**config.mk**
```make
export PLATFORM = sky130hd
export DESIGN_NAME = varint_run_length_block_decoder_flat
export DESIGN_NICKNAME = d
export VERILOG_FILES = /design/src/hdl/vrld_pkg.sv /design/src/hdl/vrld_ifs.sv /design/src/hdl/varint_run_length_block_decoder.sv /design/src/hdl/vrld_cfg_regs.sv /design/src/hdl/vrld_decoder.sv /design/src/hdl/vrld_out_queue.sv /design/src/flat_wrapper.sv
export VERILOG_INCLUDE_DIRS = /design/src /design/src/hdl
export SDC_FILE = /design/constraint.sdc
export NUM_CORES = 1
export LEC_CHECK = 0
export BUFFER_PORTS_ARGS = -buffer_cell sky130_fd_sc_hd__clkbuf_2
export CAP_MARGIN = 0
export CORE_AREA = 2 2 141 143
export CTS_CLUSTER_SIZE = 20
export DETAILED_ROUTE_END_ITERATION = 6
export DIE_AREA = 0 0 143 145
export PLACE_DENSITY = 0.75
export SETUP_SLACK_MARGIN = 0.2
export SLEW_MARGIN = 20
export SYNTH_ARGS = -nofsm -noshare
export SYNTH_HDL_FRONTEND = slang
export SYNTH_SLANG_ARGS = --single-unit
export TNS_END_PERCENT = 10
```
**constraint.sdc**
```tcl
create_clock -name clk -period 11.15 [get_ports clk]
set_input_delay 0.5575 -clock clk [delete_from_list [all_inputs] [get_ports clk]]
set_output_delay 0.5575 -clock clk [all_outputs]
set_load 0.05 [all_outputs]
```
**src/hdl/varint_run_length_block_decoder_defines.svh**
```systemverilog
// ---------------------------------------------------------------------------
// Assertion macros for the run-length block decoder
// Concurrent assertion wrappers; empty bodies when SYNTHESIS is defined.
// ---------------------------------------------------------------------------
`ifndef VARINT_RUN_LENGTH_BLOCK_DECODER_DEFINES_SVH
`define VARINT_RUN_LENGTH_BLOCK_DECODER_DEFINES_SVH

`ifndef SYNTHESIS
// same-cycle implication
`define VRLD_ASSERT_SAME(label, clk, rst_n, ante, cons, msg) \
    label: assert property (@(posedge clk) disable iff (!rst_n) (ante) |-> (cons)) \
        else $error(msg);
// next-cycle implication
`define VRLD_ASSERT_NEXT(label, clk, rst_n, ante, cons, msg) \
    label: assert property (@(posedge clk) disable iff (!rst_n) (ante) |=> (cons)) \
        else $error(msg);
`else
`define VRLD_ASSERT_SAME(label, clk, rst_n, ante, cons, msg)
`define VRLD_ASSERT_NEXT(label, clk, rst_n, ante, cons, msg)
`endif

`endif

```
**src/hdl/vrld_pkg.sv**
```systemverilog
// ---------------------------------------------------------------------------
// vrld_pkg
// Types, constants and helpers shared by the run-length block decoder.
// ---------------------------------------------------------------------------
package vrld_pkg;

    localparam int POS_W   = 23;
    localparam int VCNT_W  = 4;
    localparam int FILL_W  = 16;
    localparam int LIT_W   = 15;

    localparam logic [POS_W-1:0]  TOTAL_BLOCKS     = 23'h400000;
    localparam logic [POS_W:0]    TB_MINUS_ONE     = 24'h3FFFFF;
    localparam logic [POS_W-1:0]  GAP_MAX          = 23'h7FFFFF;
    localparam logic [VCNT_W-1:0] MAX_VARINT_BYTES = 4'd10;
    localparam logic [VCNT_W-1:0] SHIFT_BYTES      = 4'd4;

    // register indexes of the configuration port
    localparam logic CFG_REMOVED_FILL = 1'b0;
    localparam logic CFG_AIR_FILL     = 1'b1;

    typedef enum logic [1:0] {
        PH_VARINT  = 2'd0,
        PH_ID_LOW  = 2'd1,
        PH_ID_HIGH = 2'd2
    } phase_t;

    typedef enum logic [2:0] {
        ST_OK           = 3'd0,
        ST_POS_FULL     = 3'd1,
        ST_BAD_VARINT   = 3'd2,
        ST_RUN_OVERFLOW = 3'd3,
        ST_TRUNC_ID     = 3'd4
    } status_t;

    typedef struct packed {
        logic [FILL_W-1:0] fill_value;
        logic [POS_W-1:0]  fill_count;
        logic [LIT_W-1:0]  literal_id;
        logic              has_literal;
        status_t           status;
        logic              end_of_segment;
    } result_t;

    typedef struct packed {
        logic [FILL_W-1:0] removed_fill;
        logic [FILL_W-1:0] air_fill;
    } cfg_t;

    // results pushed by one byte transfer
    typedef struct packed {
        logic    push0;
        result_t res0;
        logic    push1;
        result_t res1;
    } push_t;

    typedef struct packed {
        logic [1:0] count;
        logic       room;
    } q_stat_t;

    function automatic result_t error_result(status_t code);
        result_t r;
        r                = '0;
        r.status         = code;
        r.end_of_segment = 1'b1;
        return r;
    endfunction

endpackage

```
**src/hdl/vrld_ifs.sv**
```systemverilog
// ---------------------------------------------------------------------------
// Channel interfaces
// Byte input, result output and configuration write channels.
// ---------------------------------------------------------------------------
interface vrld_byte_if;
    logic       valid;
    logic       ready;
    logic [7:0] data_byte;
    logic       last_byte;

    modport source (output valid, output data_byte, output last_byte, input ready);
    modport sink   (input valid, input data_byte, input last_byte, output ready);
endinterface

interface vrld_result_if;
    logic        valid;
    logic        ready;
    logic [15:0] fill_value;
    logic [22:0] fill_count;
    logic [14:0] literal_id;
    logic        has_literal;
    logic [2:0]  status;
    logic        end_of_segment;

    modport source (output valid, output fill_value, output fill_count,
                    output literal_id, output has_literal, output status,
                    output end_of_segment, input ready);
    modport sink   (input valid, input fill_value, input fill_count,
                    input literal_id, input has_literal, input status,
                    input end_of_segment, output ready);
endinterface

interface vrld_cfg_if;
    logic        valid;
    logic        ready;
    logic        reg_index;
    logic [15:0] wr_data;

    modport source (output valid, output reg_index, output wr_data, input ready);
    modport sink   (input valid, input reg_index, input wr_data, output ready);
endinterface

```
**src/hdl/varint_run_length_block_decoder.sv**
```systemverilog
// ---------------------------------------------------------------------------
// varint_run_length_block_decoder
// Byte-serial decoder for the run-length block section of a segment.
// ---------------------------------------------------------------------------
// Takes one byte per transfer, one transfer per cycle when not stalled. Records
// are a little-endian base-128 gap count then a 16-bit little-endian word (bit
// 15 picks removed_fill or air_fill, bits 14..0 the literal id). Each complete
// record gives one result in the cycle after its last byte; a record ending on
// the segment's last byte also gives a tail result filling the rest with air_fill.
// Errors give one result with end_of_segment set, then bytes are dropped up to
// the last byte. A byte may give two results, so the byte channel stalls while
// the two-entry result register is full, or while it holds one result that the
// result sink is not taking in the same cycle. Write configuration only while
// no results are pending.
// ---------------------------------------------------------------------------
`include "varint_run_length_block_decoder_defines.svh"

module varint_run_length_block_decoder (
    input  logic          clk,
    input  logic          rst_n,
    vrld_cfg_if.sink      cfg,
    vrld_byte_if.sink     bytes,
    vrld_result_if.source results
);

    vrld_pkg::cfg_t    cfg_q;
    vrld_pkg::push_t   push;
    vrld_pkg::q_stat_t q_stat;
    logic              xfer;

    // fill value registers
    vrld_cfg_regs u_cfg (
        .clk   (clk),
        .rst_n (rst_n),
        .cfg   (cfg),
        .cfg_q (cfg_q)
    );

    // byte transfer accepted when the result register can take two results
    assign bytes.ready = q_stat.room;
    assign xfer        = bytes.valid && bytes.ready;

    vrld_decoder u_dec (
        .clk       (clk),
        .rst_n     (rst_n),
        .xfer      (xfer),
        .data_byte (bytes.data_byte),
        .last_byte (bytes.last_byte),
        .cfg_q     (cfg_q),
        .push      (push)
    );

    // result register, two entries so the tail never stalls the record
    vrld_out_queue u_q (
        .clk     (clk),
        .rst_n   (rst_n),
        .push    (push),
        .results (results),
        .q_stat  (q_stat)
    );

    // checks
    `VRLD_ASSERT_SAME(a_cnt_max, clk, rst_n, 1'b1, q_stat.count != 2'd3, "queue overfill")
    `VRLD_ASSERT_SAME(a_room, clk, rst_n, xfer, q_stat.count != 2'd2, "byte taken with full queue")
    `VRLD_ASSERT_SAME(a_tail_eos, clk, rst_n, results.valid && !results.has_literal,
        results.end_of_segment, "tail or error without end of segment")
    `VRLD_ASSERT_SAME(a_err_zero, clk, rst_n,
        results.valid && (results.status != vrld_pkg::ST_OK),
        (results.fill_count == '0) && !results.has_literal, "error result not cleared")
    `VRLD_ASSERT_NEXT(a_two_push, clk, rst_n, push.push1, q_stat.count == 2'd2,
        "record and tail not both queued")

endmodule

```
**src/hdl/vrld_cfg_regs.sv**
```systemverilog
// ---------------------------------------------------------------------------
// vrld_cfg_regs
// Fill value registers written over the configuration channel.
// ---------------------------------------------------------------------------
module vrld_cfg_regs (
    input  logic            clk,
    input  logic            rst_n,
    vrld_cfg_if.sink        cfg,
    output vrld_pkg::cfg_t  cfg_q
);

    vrld_pkg::cfg_t cfg_reg;
    vrld_pkg::cfg_t cfg_next;

    assign cfg.ready = 1'b1;
    assign cfg_q     = cfg_reg;

    always_comb
    begin
        cfg_next = cfg_reg;
        if (cfg.valid)
        begin
            case (cfg.reg_index)
                vrld_pkg::CFG_REMOVED_FILL: cfg_next.removed_fill = cfg.wr_data;
                vrld_pkg::CFG_AIR_FILL:     cfg_next.air_fill     = cfg.wr_data;
                default:                    cfg_next = cfg_reg;
            endcase
        end
    end

    always_ff @(posedge clk or negedge rst_n)
    begin
        if (!rst_n)
        begin
            cfg_reg <= '0;
        end
        else
        begin
            cfg_reg <= cfg_next;
        end
    end

endmodule

```
**src/hdl/vrld_decoder.sv**
```systemverilog
// ---------------------------------------------------------------------------
// vrld_decoder
// Per-byte record parser: varint gap, id word, position and error tracking.
// ---------------------------------------------------------------------------
module vrld_decoder (
    input  logic                                  clk,
    input  logic                                  rst_n,
    input  logic                                  xfer,
    input  logic [7:0]                            data_byte,
    input  logic                                  last_byte,
    input  vrld_pkg::cfg_t                        cfg_q,
    output vrld_pkg::push_t                       push
);

    localparam int PW = vrld_pkg::POS_W;

    vrld_pkg::phase_t             phase_reg, phase_next;
    logic [PW-1:0]                gap_reg, gap_next;
    logic                         sat_reg, sat_next;
    logic [vrld_pkg::VCNT_W-1:0]  cnt_reg, cnt_next;
    logic [7:0]                   id_low_reg, id_low_next;
    logic [PW-1:0]                pos_reg, pos_next;
    logic                         hold_reg, hold_next;

    logic [6:0]                   val;
    logic [29:0]                  shifted;
    logic [29:0]                  acc_or;
    logic                         sat_hit;
    logic [PW-1:0]                gap_upd;
    logic [vrld_pkg::VCNT_W-1:0]  cnt_inc;
    logic [PW:0]                  sum1;
    logic                         run_over;
    logic                         pos_full;
    logic [PW-1:0]                rest;
    logic                         bad_long;

    // varint accumulate: four 7-bit shift positions cover the 23-bit gap; higher bits saturate it
    assign val = data_byte[6:0];

    always_comb
    begin
        case (cnt_reg[1:0])
            2'd0:    shifted = {23'd0, val};
            2'd1:    shifted = {16'd0, val, 7'd0};
            2'd2:    shifted = {9'd0, val, 14'd0};
            2'd3:    shifted = {2'd0, val, 21'd0};
            default: shifted = '0;
        endcase
    end

    assign acc_or  = {7'd0, gap_reg} | shifted;
    assign sat_hit = (val != 7'd0) && !sat_reg &&
                     ((cnt_reg >= vrld_pkg::SHIFT_BYTES) || (acc_or[29:23] != 7'd0));
    assign gap_upd = ((val == 7'd0) || sat_reg) ? gap_reg :
                     (sat_hit ? vrld_pkg::GAP_MAX : acc_or[PW-1:0]);
    assign cnt_inc = cnt_reg + 4'd1;
    assign bad_long = data_byte[7] && ((cnt_inc >= vrld_pkg::MAX_VARINT_BYTES) || last_byte);

    // record end: position + gap + 1, overflow when position + gap + 2 reaches the end
    assign sum1     = {1'b0, pos_reg} + {1'b0, gap_reg} + 24'd1;
    assign run_over = sat_reg || (sum1 >= vrld_pkg::TB_MINUS_ONE);
    assign pos_full = (pos_reg >= vrld_pkg::TOTAL_BLOCKS);
    assign rest     = vrld_pkg::TOTAL_BLOCKS - sum1[PW-1:0];

    // next state
    always_comb
    begin
        logic restart;
        restart     = 1'b0;
        phase_next  = phase_reg;
        gap_next    = gap_reg;
        sat_next    = sat_reg;
        cnt_next    = cnt_reg;
        id_low_next = id_low_reg;
        pos_next    = pos_reg;
        hold_next   = hold_reg;
        if (xfer)
        begin
            if (hold_reg)
            begin
                restart = last_byte;
            end
            else
            begin
                case (phase_reg)
                    vrld_pkg::PH_ID_LOW:
                    begin
                        id_low_next = data_byte;
                        if (last_byte)
                            restart = 1'b1;
                        else
                            phase_next = vrld_pkg::PH_ID_HIGH;
                    end
                    vrld_pkg::PH_ID_HIGH:
                    begin
                        if (run_over)
                        begin
                            restart   = last_byte;
                            hold_next = 1'b1;
                        end
                        else
                        begin
                            pos_next    = sum1[PW-1:0];
                            phase_next  = vrld_pkg::PH_VARINT;
                            gap_next    = '0;
                            sat_next    = 1'b0;
                            cnt_next    = '0;
                            id_low_next = '0;
                            restart     = last_byte;
                        end
                    end
                    vrld_pkg::PH_VARINT:
                    begin
                        if ((cnt_reg == '0) && pos_full)
                        begin
                            restart   = last_byte;
                            hold_next = 1'b1;
                        end
                        else
                        begin
                            gap_next = gap_upd;
                            sat_next = sat_reg | sat_hit;
                            cnt_next = cnt_inc;
                            if (data_byte[7])
                            begin
                                if (bad_long)
                                begin
                                    restart   = last_byte;
                                    hold_next = 1'b1;
                                end
                            end
                            else if (last_byte)
                                restart = 1'b1;
                            else
                                phase_next = vrld_pkg::PH_ID_LOW;
                        end
                    end
                    default:
                    begin
                        phase_next = vrld_pkg::PH_VARINT;
                    end
                endcase
            end
        end
        if (restart)
        begin
            phase_next  = vrld_pkg::PH_VARINT;
            gap_next    = '0;
            sat_next    = 1'b0;
            cnt_next    = '0;
            id_low_next = '0;
            pos_next    = '0;
            hold_next   = 1'b0;
        end
    end

    // results
    always_comb
    begin
        push = '0;
        if (xfer && !hold_reg)
        begin
            case (phase_reg)
                vrld_pkg::PH_ID_LOW:
                begin
                    if (last_byte)
                    begin
                        push.push0 = 1'b1;
                        push.res0  = vrld_pkg::error_result(vrld_pkg::ST_TRUNC_ID);
                    end
                end
                vrld_pkg::PH_ID_HIGH:
                begin
                    push.push0 = 1'b1;
                    if (run_over)
                    begin
                        push.res0 = vrld_pkg::error_result(vrld_pkg::ST_RUN_OVERFLOW);
                    end
                    else
                    begin
                        push.res0.fill_value  = data_byte[7] ? cfg_q.removed_fill
                                                             : cfg_q.air_fill;
                        push.res0.fill_count  = gap_reg;
                        push.res0.literal_id  = {data_byte[6:0], id_low_reg};
                        push.res0.has_literal = 1'b1;
                        push.res0.status      = vrld_pkg::ST_OK;
                        if (last_byte)
                        begin
                            push.push1                = 1'b1;
                            push.res1.fill_value      = cfg_q.air_fill;
                            push.res1.fill_count      = rest;
                            push.res1.status          = vrld_pkg::ST_OK;
                            push.res1.end_of_segment  = 1'b1;
                        end
                    end
                end
                vrld_pkg::PH_VARINT:
                begin
                    if ((cnt_reg == '0) && pos_full)
                    begin
                        push.push0 = 1'b1;
                        push.res0  = vrld_pkg::error_result(vrld_pkg::ST_POS_FULL);
                    end
                    else if (bad_long || (!data_byte[7] && last_byte))
                    begin
                        push.push0 = 1'b1;
                        push.res0  = vrld_pkg::error_result(vrld_pkg::ST_BAD_VARINT);
                    end
                end
                default:
                begin
                    push = '0;
                end
            endcase
        end
    end

    always_ff @(posedge clk or negedge rst_n)
    begin
        if (!rst_n)
        begin
            phase_reg  <= vrld_pkg::PH_VARINT;
            gap_reg    <= '0;
            sat_reg    <= 1'b0;
            cnt_reg    <= '0;
            id_low_reg <= '0;
            pos_reg    <= '0;
            hold_reg   <= 1'b0;
        end
        else
        begin
            phase_reg  <= phase_next;
            gap_reg    <= gap_next;
            sat_reg    <= sat_next;
            cnt_reg    <= cnt_next;
            id_low_reg <= id_low_next;
            pos_reg    <= pos_next;
            hold_reg   <= hold_next;
        end
    end

endmodule

```
**src/hdl/vrld_out_queue.sv**
```systemverilog
// ---------------------------------------------------------------------------
// vrld_out_queue
// Two-entry result register; takes up to two results per byte transfer.
// ---------------------------------------------------------------------------
module vrld_out_queue (
    input  logic              clk,
    input  logic              rst_n,
    input  vrld_pkg::push_t   push,
    vrld_result_if.source     results,
    output vrld_pkg::q_stat_t q_stat
);

    vrld_pkg::result_t q0_reg, q0_next;
    vrld_pkg::result_t q1_reg, q1_next;
    logic [1:0]        count_reg, count_next;
    logic              pop;

    assign pop = results.valid && results.ready;

    // room for two results once the head leaves
    assign q_stat.count = count_reg;
    assign q_stat.room  = (count_reg == 2'd0) || ((count_reg == 2'd1) && results.ready);

    assign results.valid          = (count_reg != 2'd0);
    assign results.fill_value     = q0_reg.fill_value;
    assign results.fill_count     = q0_reg.fill_count;
    assign results.literal_id     = q0_reg.literal_id;
    assign results.has_literal    = q0_reg.has_literal;
    assign results.status         = q0_reg.status;
    assign results.end_of_segment = q0_reg.end_of_segment;

    always_comb
    begin
        logic [1:0] left;
        q0_next = q0_reg;
        q1_next = q1_reg;
        left    = count_reg;
        if (pop)
        begin
            q0_next = q1_reg;
            left    = count_reg - 2'd1;
        end
        count_next = left;
        if (push.push0)
        begin
            if (left == 2'd0)
            begin
                q0_next = push.res0;
                if (push.push1)
                    q1_next = push.res1;
            end
            else
            begin
                q1_next = push.res0;
            end
            count_next = left + {1'b0, push.push0} + {1'b0, push.push1};
        end
    end

    always_ff @(posedge clk or negedge rst_n)
    begin
        if (!rst_n)
        begin
            count_reg <= 2'd0;
        end
        else
        begin
            count_reg <= count_next;
        end
    end

    always_ff @(posedge clk)
    begin
        q0_reg <= q0_next;
        q1_reg <= q1_next;
    end

endmodule

```
**src/flat_wrapper.sv**
```systemverilog
// flat-port wrapper written by rule: the top's interface ports become plain ports
module varint_run_length_block_decoder_flat 
  (clk, rst_n, cfg_valid, cfg_reg_index, cfg_wr_data, cfg_ready, bytes_valid, bytes_data_byte, bytes_last_byte, bytes_ready, results_valid, results_fill_value, results_fill_count, results_literal_id, results_has_literal, results_status, results_end_of_segment, results_ready);
  vrld_cfg_if cfg_i ();
  vrld_byte_if bytes_i ();
  vrld_result_if results_i ();
  input  logic clk;
  input  logic rst_n;
  input wire logic [$bits(cfg_i.valid)-1:0] cfg_valid;
  input wire logic [$bits(cfg_i.reg_index)-1:0] cfg_reg_index;
  input wire logic [$bits(cfg_i.wr_data)-1:0] cfg_wr_data;
  output wire logic [$bits(cfg_i.ready)-1:0] cfg_ready;
  input wire logic [$bits(bytes_i.valid)-1:0] bytes_valid;
  input wire logic [$bits(bytes_i.data_byte)-1:0] bytes_data_byte;
  input wire logic [$bits(bytes_i.last_byte)-1:0] bytes_last_byte;
  output wire logic [$bits(bytes_i.ready)-1:0] bytes_ready;
  output wire logic [$bits(results_i.valid)-1:0] results_valid;
  output wire logic [$bits(results_i.fill_value)-1:0] results_fill_value;
  output wire logic [$bits(results_i.fill_count)-1:0] results_fill_count;
  output wire logic [$bits(results_i.literal_id)-1:0] results_literal_id;
  output wire logic [$bits(results_i.has_literal)-1:0] results_has_literal;
  output wire logic [$bits(results_i.status)-1:0] results_status;
  output wire logic [$bits(results_i.end_of_segment)-1:0] results_end_of_segment;
  input wire logic [$bits(results_i.ready)-1:0] results_ready;
  assign cfg_i.valid = cfg_valid;
  assign cfg_i.reg_index = cfg_reg_index;
  assign cfg_i.wr_data = cfg_wr_data;
  assign cfg_ready = cfg_i.ready;
  assign bytes_i.valid = bytes_valid;
  assign bytes_i.data_byte = bytes_data_byte;
  assign bytes_i.last_byte = bytes_last_byte;
  assign bytes_ready = bytes_i.ready;
  assign results_valid = results_i.valid;
  assign results_fill_value = results_i.fill_value;
  assign results_fill_count = results_i.fill_count;
  assign results_literal_id = results_i.literal_id;
  assign results_has_literal = results_i.has_literal;
  assign results_status = results_i.status;
  assign results_end_of_segment = results_i.end_of_segment;
  assign results_i.ready = results_ready;
  varint_run_length_block_decoder u_core (.clk(clk), .rst_n(rst_n), .cfg(cfg_i), .bytes(bytes_i), .results(results_i));
endmodule
```
**Yosys cells after proc, flatten, opt, wreduce, memory -nomap -nowiden**

Index checks and enable logic that the tools add are counted.

- Output and inout port bits: 62
- Register bits: 214
- Word-level logic and storage cells: 165
- Input bits: 31

- Add/sub/neg operators: 7
- Bitwise operators: 3
- Reductions and logical operators: 39
- Mux-type cells: 75
- Eq/ne operators: 15
- Order comparisons: 4

Operators by type and width:

| cell | number |
|---|---|
| $mux W59 | 5 |
| $mux W23 | 12 |
| $mux W60 | 3 |
| $pmux W60 S3 | 1 |
| $mux W120 | 1 |
| $mux W40 | 3 |
| $pmux W30 S4 | 1 |
| $mux W58 | 1 |
| $pmux W23 S2 | 1 |
| $mux W8 | 4 |
| $or A23 B30 Y30 | 1 |
| $add A23 B23 Y24 | 1 |
| $add A24 B1 Y24 const B | 1 |
| $ge A24 B22 Y1 const B | 1 |
| $mux W4 | 6 |
| $ge A23 B23 Y1 const B | 1 |
| $sub A23 B23 Y23 const A | 1 |
| $mux W1 | 20 |
| $mux W2 | 10 |
| $ne A3 B3 Y1 const B | 6 |
| $mux W16 | 1 |
| $pmux W8 S2 | 1 |
| $reduce_bool A7 Y1 | 2 |
| $logic_and A1 B1 Y1 | 9 |
| 27 further kinds | 50 |

**Logic depth before layout (Yosys ltp)**

Gate-level depths: netlist of the first run.

- Word-level depth: 13
- Mapped depth: 18
- Mapped depth without buffers: 17

**Modules after synthesis**

A second synthesis of the first run with hierarchy kept.

- Cell total of the unflattened synthesis: 1303
- Area total of the unflattened synthesis: 13306.5 µm²

By module, submodules not included:

| module | cells each | times used | area an instance (µm²) | seq. area each (µm²) |
|---|---|---|---|---|
| vrld_decoder | 821 | 1 | 6815.3 | 1551.5 |
| vrld_out_queue | 410 | 1 | 5221.3 | 3002.9 |
| vrld_cfg_regs | 71 | 1 | 1263.7 | 800.8 |
| varint_run_length_block_decoder | 1 | 1 | 6.3 | 0.0 |

**Least setup slack after synthesis of the first run**

No wires, ideal clock.

- Kind: register to register
- Start: reg u_core.u_dec.gap_reg[0]
- End: reg u_core.u_q.q1_reg[0] (netlist name) (enable)
- Clock period less this slack: 7.878 ns
- Cell stages (with the launch flop): 16
- Buffers on the path: 1
- Path slack: 3.272 ns
- Setup time: 0.566 ns
- Required time: 10.584 ns
- Arrival time: 7.311 ns
- Path through: dfrtp_1 -> inv_1 -> ha_1 -> inv_1 -> fa_1 -> a21o_1 -> a221oi_4 -> o221a_2 -> xnor2_1 -> and4_1 -> and4_1 -> nand4_1 -> and4_1 -> buf_2 -> nand2_1 -> a21boi_0

- Cells in the longest elaborated chain, start to end: 9

Ends and longest elaborated chain:

| what | line | RTL |
|---|---|---|
| start, declared | vrld_decoder.sv:18 | `logic [PW-1:0] gap_reg, gap_next;` |
| start signal, assigned | vrld_decoder.sv:233 | `gap_reg <= gap_next;` |
| $add A23 B23 Y24 | vrld_decoder.sv:60 | `assign sum1 = {1'b0, pos_reg} + {1'b0, gap_reg} + 24'd1;` |
| $add A24 B1 Y24 | vrld_decoder.sv:60 |  |
| $ge A24 B22 Y1 | vrld_decoder.sv:61 | `assign run_over = sat_reg \|\| (sum1 >= vrld_pkg::TB_MINUS_ONE);` |
| $logic_or A1 B1 Y1 | vrld_decoder.sv:61 |  |
| $mux W40 | vrld_decoder.sv:175 | `if (run_over)` |
| $mux W40 | vrld_decoder.sv:163 | `case (phase_reg)` |
| $mux W120 | vrld_decoder.sv:161 | `if (xfer && !hold_reg)` |
| $ne A2 B2 Y1 (no line) | - |  |
| $reduce_and A2 Y1 (no line) | - |  |
| end signal, assigned | vrld_out_queue.sv:75 | `q1_reg <= q1_next;` |
| end, declared | vrld_out_queue.sv:14 | `vrld_pkg::result_t q1_reg, q1_next;` |

No other way between the ends.
A chain may end at the register's enable or synchronous reset.

**Worst setup path in the final report of the first run**

- Start: reg u_core.u_dec.gap_reg[0]
- End: reg u_core.u_q.q1_reg[4] (netlist name) (enable)

Same word-level chain as after synthesis.

==> results.sh, run 1 <==
export IMPL_reg2reg_depth=16
export IMPL_drt_iter0_drc=570
export IMPL_post_dp_hpwl_um=18100
export IMPL_reg2reg_to="u_core.u_q.q1_reg[4]"
export IMPL_avgSynthCellArea_um2=10.4
export IMPL_area_growth_pct=12.2
export IMPL_drcViolationCount=0
export IMPL_combPwrFrac_pct=44.3
export IMPL_internal_power_mw=1.98
export IMPL_fmax_mhz=198
export IMPL_rsz0062_at_grt="no"
export IMPL_drive_gt1_share_pct=17.5
export IMPL_cp_slowest_stage_delay_ns=0.67
export IMPL_cts_tree="built"
export IMPL_reg2reg_slack_ns=6.11
export IMPL_vias=8751
export IMPL_tightest_slew_ns=0.990
export IMPL_clkTransAtPathRegs_ns=0.06
export IMPL_final_common_cell="nand2_1"
export IMPL_grt_pass1_wl_um=45300
export IMPL_setup_viol=0
export IMPL_tns_ns=0
export IMPL_outcome="finished clean"
export IMPL_synth_ff_type="dfrtp_1"
export IMPL_start_kind="flop"
export IMPL_synth_seq_area_share_pct=47.3
export IMPL_gp_congestion=0.952
export IMPL_synth_area_um2=11300
export IMPL_p_total_mw=3.55
export IMPL_fin_crit_ns=5.04
export IMPL_worstSetupPathType="flop to flop"
export IMPL_synth_top_family_by_area="compound AO/OA/AOI/OAI gates"
export IMPL_drv_cap=0
export IMPL_syn_num_nets=1157
export IMPL_io_pins=93
export IMPL_grt_max_degree=117
export IMPL_cp_cell_sequence="inv_1 > ha_1 > inv_1 > fa_1 > a21o_1 > a221oi_4 > o221ai_1 > a21oi_1 > a21o_1 > nand2_1 > a211oi_1 > and4_1 > buf_4 > nand2_1 > a21boi_4 > buf_4"
export IMPL_yosys_area_share_simple_pct=12.0
export IMPL_post_cts_setup_buffer_count=0
export IMPL_gr_usage_all_layers_pct=27.0
export IMPL_numCtsBuffers=23
export IMPL_rows=51
export IMPL_synth_edf_count=59
export IMPL_fin_crit_sh_pct=45.2
export IMPL_wl_per_cell_um=19.5
export IMPL_synth_cell_types=73
export IMPL_synthArstFlopShare_pct=44.9
export IMPL_synth_xor_area_share_pct=2.63
export IMPL_grt_pass1_vias=8540
export IMPL_overflow=0
export IMPL_slew_viol_final=0
export IMPL_yosys_warnings=0
export IMPL_path_buf_inv=4
export IMPL_ant_nets=0
export IMPL_initial_core_util_pct=58.9
export IMPL_clock_skew_ns=0.00851
export IMPL_synth_seq_cells=214
export IMPL_dieArea_um2=20700
export IMPL_largest_reg_flops=59
export IMPL_antenna_found_initial=0
export IMPL_pwr_share_clk_pct=21.3
export IMPL_holdPathStages=2
export IMPL_swShare_pct=44.1
export IMPL_dr_pass1_iters=5
export IMPL_cp_slowest_cell="buf_4"
export IMPL_final_hold_violation_count=0
export IMPL_whs_endpoint="u_core.u_cfg.cfg_q[9]"
export IMPL_seq_power_share_pct=34.4
export IMPL_hold_start="cfg_wr_data[9]"
export IMPL_dieHeight_um=145
export IMPL_clkLatencyLatePin_ns=0.50
export IMPL_synth_compound_area_share_pct=17.4
export IMPL_netlist_instances=1087
export IMPL_hold_path_class="input pin to flop"
export IMPL_coreArea_um2=19200
export IMPL_timing_rr_start="u_core.u_dec.gap_reg[0]"
export IMPL_die_x_um=143
export IMPL_cts_path_max_buffers=3
export IMPL_n_antenna_cell=0
export IMPL_end_kind="flop"
export IMPL_p_sw_mw=1.56
export IMPL_cts_root_buf="clkbuf_16"
export IMPL_portBuffers=91
export IMPL_cp_max_fo=55
export IMPL_htreeDepth=1
export IMPL_crit_arrival_ns=5.17
export IMPL_critPathTopFamily="compound AO/OA/AOI/OAI gates"
export IMPL_leakage_nw=5.28
export IMPL_power_density_nw_per_um2=279
export IMPL_final_fill_count=1481
export IMPL_max_vdd_ir_drop_mv=0.130
export IMPL_fin_util_pct=66.1
export IMPL_synthMuxAreaShare_pct=11.9
export IMPL_drt_wl_total_um=27700
export IMPL_drt_vias_per_instance=6.14
export IMPL_maxSlewHeadroom_pct=34.0
export IMPL_final_cell_mix="nand2_1, dfrtp_1, clkbuf_2"
export IMPL_synthAdderAreaFrac_pct=4.38
export IMPL_clock_sinks=214
export IMPL_required_ns=11.28
export IMPL_fin_nets=1214
[worst max-delay path by stage]
| stage | startpoint | to | slack, ns | cells past startpoint |
|---|---|---|---|---|
| 2_1_floorplan | u_core.u_dec.gap_reg[0] | u_core.u_q.q1_reg[0] | 3.27 | 15 |
| 6_report | u_core.u_dec.gap_reg[0] | u_core.u_q.q1_reg[4] | 6.11 | 16 |
| 4_1_cts | u_core.u_dec.gap_reg[10] | u_core.u_dec.gap_reg[18] | 5.98 | 11 |
| 5_1_grt | u_core.u_dec.gap_reg[0] | u_core.u_q.q1_reg[4] | 5.73 | 16 |
| 3_3_place_gp | u_core.u_dec.gap_reg[10] | u_core.u_dec.gap_reg[15] | 6.09 | 11 |
| 3_5_place_dp | u_core.u_dec.gap_reg[10] | u_core.u_dec.gap_reg[18] | 6.05 | 11 |
[power by group through the flow]
stage               clock, mW  sequential (mW)  combinational [mW]
global placement            0             1.22                1.54
global route            0.803             1.25                1.69
detailed placement          0             1.23                1.55
CTS                     0.767             1.22                1.56
finish                  0.757             1.22                1.57
floorplan                   0             1.57               0.829
[metal layers]
| metal | up-vias | GRT usage (%) | part of all wire [%] |
|---|---|---|---|
| met4 | 0 | 5.45 | 1.3 |
| li1 | 4147 | - | - |
| met3 | 36 | 3.56 | 5.4 |
| met5 | - | 0 | 0 |
| met1 | 4290 | 39.1 | 46 |
| met2 | 278 | 43.7 | 48 |
[repair_timing]
action                                 in CTS  in global routing
gates resized for setup                     0                  0
hold buffers                                1                  0
endpoints found under the hold margin      28                  0
[area by class of cell]
type	count	area, um2	share of cell area, %
Multi-Input combinational cell	748	5500	43.3
Sequential cell	214	5360	42.2
Clock buffer	35	661	5.20
Timing Repair Buffer	106	577	4.54
Tap cell	265	332	2.61
Inverter	51	191	1.51
Clock inverter	6	82.6	0.651
[metrics by stage]
stage               worst slack (ns)  cells  hold slack (ns)  cell area [um2]
detailed placement              6.05   1383            0.498            11900
finish                          6.11   1425            0.308            12700
floorplan                       3.27   1087            0.262            11300
CTS                             5.98   1425            0.301            12700
global route                    5.73   1425            0.310            12700
global placement                6.09   1383            0.491            11900
[synth_stat cells, drive strengths merged (18+ instances only)]
| cell type | count | area, um2 |
|---|---|---|
| a21oi | 55 | 275 |
| o22ai | 55 | 344 |
| clkbuf | 52 | 195 |
| buf | 22 | 113 |
| o21ai | 20 | 100 |
| edfxtp | 59 | 1770 |
| nor2 | 62 | 233 |
| and2 | 18 | 113 |
| a22o | 30 | 263 |
| a221oi | 27 | 254 |
| ha | 38 | 475 |
| dfxtp | 59 | 1180 |
| nor3 | 21 | 110 |
| xnor2 | 24 | 210 |
| inv | 51 | 191 |
| dfrtp | 96 | 2400 |
| nand2 | 97 | 364 |
| mux2i | 79 | 791 |
| mux2 | 49 | 552 |
[kinds of logic (layout without fill, tap and decap cells)]
group / after synthesis / after routing
other: 1 / 1
buffers and inverters: 125 / 198
multiplexers: 128 / 128
flip-flops: 214 / 214
XOR/XNOR: 34 / 34
AO/OA/AOI/OAI: 270 / 270
adder cells (fa/ha/maj): 39 / 39
AND/OR/NAND/NOR: 276 / 276
No activity file was read; power rests on OpenSTA's default activity.
==> run 2, diff against run 1 <==
--- a/config.mk
+++ b/config.mk
@@ -8,11 +8,11 @@
 export LEC_CHECK = 0
 export BUFFER_PORTS_ARGS = -buffer_cell sky130_fd_sc_hd__clkbuf_2
 export CAP_MARGIN = 0
-export CORE_AREA = 2 2 141 143
+export CORE_AREA = 2 2 147 149
 export CTS_CLUSTER_SIZE = 20
 export DETAILED_ROUTE_END_ITERATION = 6
-export DIE_AREA = 0 0 143 145
-export PLACE_DENSITY = 0.75
+export DIE_AREA = 0 0 149 151
+export PLACE_DENSITY = 0.72
 export SETUP_SLACK_MARGIN = 0.2
 export SLEW_MARGIN = 20
 export SYNTH_ARGS = -nofsm -noshare
==> constraint.sdc (replaced) <==
create_clock -name clk -period 4.55 [get_ports clk]
set_input_delay 0.2275 -clock clk [delete_from_list [all_inputs] [get_ports clk]]
set_output_delay 0.2275 -clock clk [all_outputs]
set_load 0.05 [all_outputs]
==> run 2 against run 1 <==
Effect of this change:
- maximum frequency up 22%
- sequential share of layout area down 1.1 points
- combinational power rose to 2.5 times the previous value
- register-to-register slack worse by 5.7 ns
- wire length up 2.4%
- utilization down 3.5 points
- clock skew up 0.0087 ns
- non-clock buffer count up 27
- global-route usage down 1.8 points
- sequential power up 150%
==> results.sh, run 2 (synthesis gave the netlist of run 1 again) <==
export IMPL_drive_gt1_share_pct=18.7
export IMPL_rows=53
export IMPL_worstSetupPathType="flop to flop"
export IMPL_grt_pass1_vias=8486
export IMPL_setup_viol=0
export IMPL_cp_max_fo=35
export IMPL_clock_sinks=214
export IMPL_clkLatencyLatePin_ns=0.51
export IMPL_final_cell_mix="nand2_1, dfrtp_1, clkbuf_2"
export IMPL_tns_ns=0
export IMPL_leakage_nw=5.43
export IMPL_overflow=0
export IMPL_grt_pass1_wl_um=45300
export IMPL_cts_root_buf="clkbuf_16"
export IMPL_fin_crit_sh_pct=91.1
export IMPL_fin_util_pct=62.6
export IMPL_numCtsBuffers=23
export IMPL_start_kind="flop"
export IMPL_required_ns=4.91
export IMPL_post_dp_hpwl_um=18600
export IMPL_io_pins=93
export IMPL_maxSlewHeadroom_pct=34.1
export IMPL_hold_path_class="input pin to flop"
export IMPL_fin_crit_ns=4.14
export IMPL_largest_reg_flops=59
export IMPL_power_density_nw_per_um2=666
export IMPL_clock_skew_ns=0.0172
export IMPL_ant_nets=0
export IMPL_area_growth_pct=15.2
export IMPL_initial_core_util_pct=54.3
export IMPL_drt_iter0_drc=667
export IMPL_n_antenna_cell=0
export IMPL_slew_viol_final=0
export IMPL_die_x_um=149
export IMPL_final_fill_count=1725
export IMPL_wl_per_cell_um=19.4
export IMPL_rsz0062_at_grt="no"
export IMPL_clkTransAtPathRegs_ns=0.06
export IMPL_outcome="finished clean"
export IMPL_grt_max_degree=72
export IMPL_gp_congestion=0.920
export IMPL_final_hold_violation_count=0
export IMPL_coreArea_um2=20800
export IMPL_tightest_slew_ns=0.989
export IMPL_dieArea_um2=22500
export IMPL_drv_cap=0
export IMPL_portBuffers=91
export IMPL_drcViolationCount=0
export IMPL_drt_wl_total_um=28400
export IMPL_drt_vias_per_instance=6.05
export IMPL_cts_path_max_buffers=3
export IMPL_crit_arrival_ns=4.51
export IMPL_cts_tree="built"
export IMPL_htreeDepth=1
export IMPL_fin_nets=1241
export IMPL_max_vdd_ir_drop_mv=0.288
export IMPL_end_kind="flop"
export IMPL_fmax_mhz=241
export IMPL_vias=8838
export IMPL_antenna_found_initial=0
export IMPL_dieHeight_um=151
export IMPL_dr_pass1_iters=5
export IMPL_gr_usage_all_layers_pct=25.2
run 2: cell types whose count changed in the layout (fill, tap and decap cells not counted), sizes merged:
| cell | previous run | this run |
|---|---|---|
| clkbuf | 125 | 123 |
| clkinvlp | 0 | 4 |
| buf | 15 | 27 |
| dlygate4sd3 | 1 | 16 |
| bufinv | 2 | 0 |
run 2: power by group:
| group | leakage, nW | switching (mW) | internal [mW] |
|---|---|---|---|
| Sequential | 2.30 | 0.457 | 2.54 |
| Combinational | 2.80 | 2.66 | 1.28 |
| Clock | 0.331 | 0.748 | 0.998 |
| Total | 5.43 | 3.86 | 4.82 |
run 2: worst max-delay path: stages (launching register included):
cell	delay, ns
dfrtp_1	0.40
inv_1	0.11
ha_1	0.18
inv_1	0.06
fa_2	0.35
a21o_1	0.20
a221oi_4	0.27
buf_12	0.16
o41ai_4	0.09
o31ai_1	0.32
a31oi_2	0.15
and4_1	0.28
nand4_1	0.18
nand3_1	0.25
nor2_4	0.53
buf_12	0.28
a22o_1	0.17
run 2: worst paths after layout:
path	startpoint	to	slack [ns]	cells after the start
setup / recovery	u_core.u_dec.gap_reg[0]	u_core.u_q.q1_reg[35]	0.41	16
hold / removal	cfg_wr_data[6]	u_core.u_cfg.cfg_q[6]	0.04	2
setup reg to reg	u_core.u_dec.gap_reg[0]	u_core.u_q.q1_reg[35]	0.41	16
hold reg to reg	u_core.u_q.q1_reg[3]	u_core.u_q.results.status[2]	0.51	2
max in group asynchronous	rst_n	u_core.u_dec.pos_reg[12]	3.14	3
min in group asynchronous	rst_n	u_core.u_cfg.cfg_q[24]	0.44	2
run 2: cell type report:
| class | count | area, um2 | share of cell area [%] |
|---|---|---|---|
| inverters | 51 | 191 | 1.47 |
| repair buffers | 133 | 901 | 6.91 |
| clock inverters | 8 | 51.3 | 0.393 |
| well taps | 275 | 344 | 2.64 |
| flip-flops and latches | 214 | 5360 | 41.1 |
| clock buffers | 33 | 653 | 5.01 |
| multi-input cells | 748 | 5540 | 42.5 |
run 2: per-stage QoR:
step	instances	hold WS (ns)	setup WS, ns	cell area (um2)	total power, mW
final	1462	0.0400	0.406	13000	8.68
after global routing	1462	0.0283	0.189	13000	9.18
after CTS	1460	0.0106	0.235	13000	8.68
after detailed placement	1403	0.446	0.297	12100	6.91
after global placement	1403	0.429	0.431	12100	6.83
after floorplan	1087	-0.0681	0.174	11400	5.89
run 2: per-layer routing:
layer,routed length (um),global-route usage [%]
met2,13500,41.8
met1,12800,35.4
met5,0,0
met3,1570,3.31
met4,553,6.05
run 2: timing repair:
action,CTS,global route
hold buffers,16,0
setup endpoints to repair,0,143
setup buffers,0,1
hold endpoints to repair,100,0
gates resized for setup,0,2
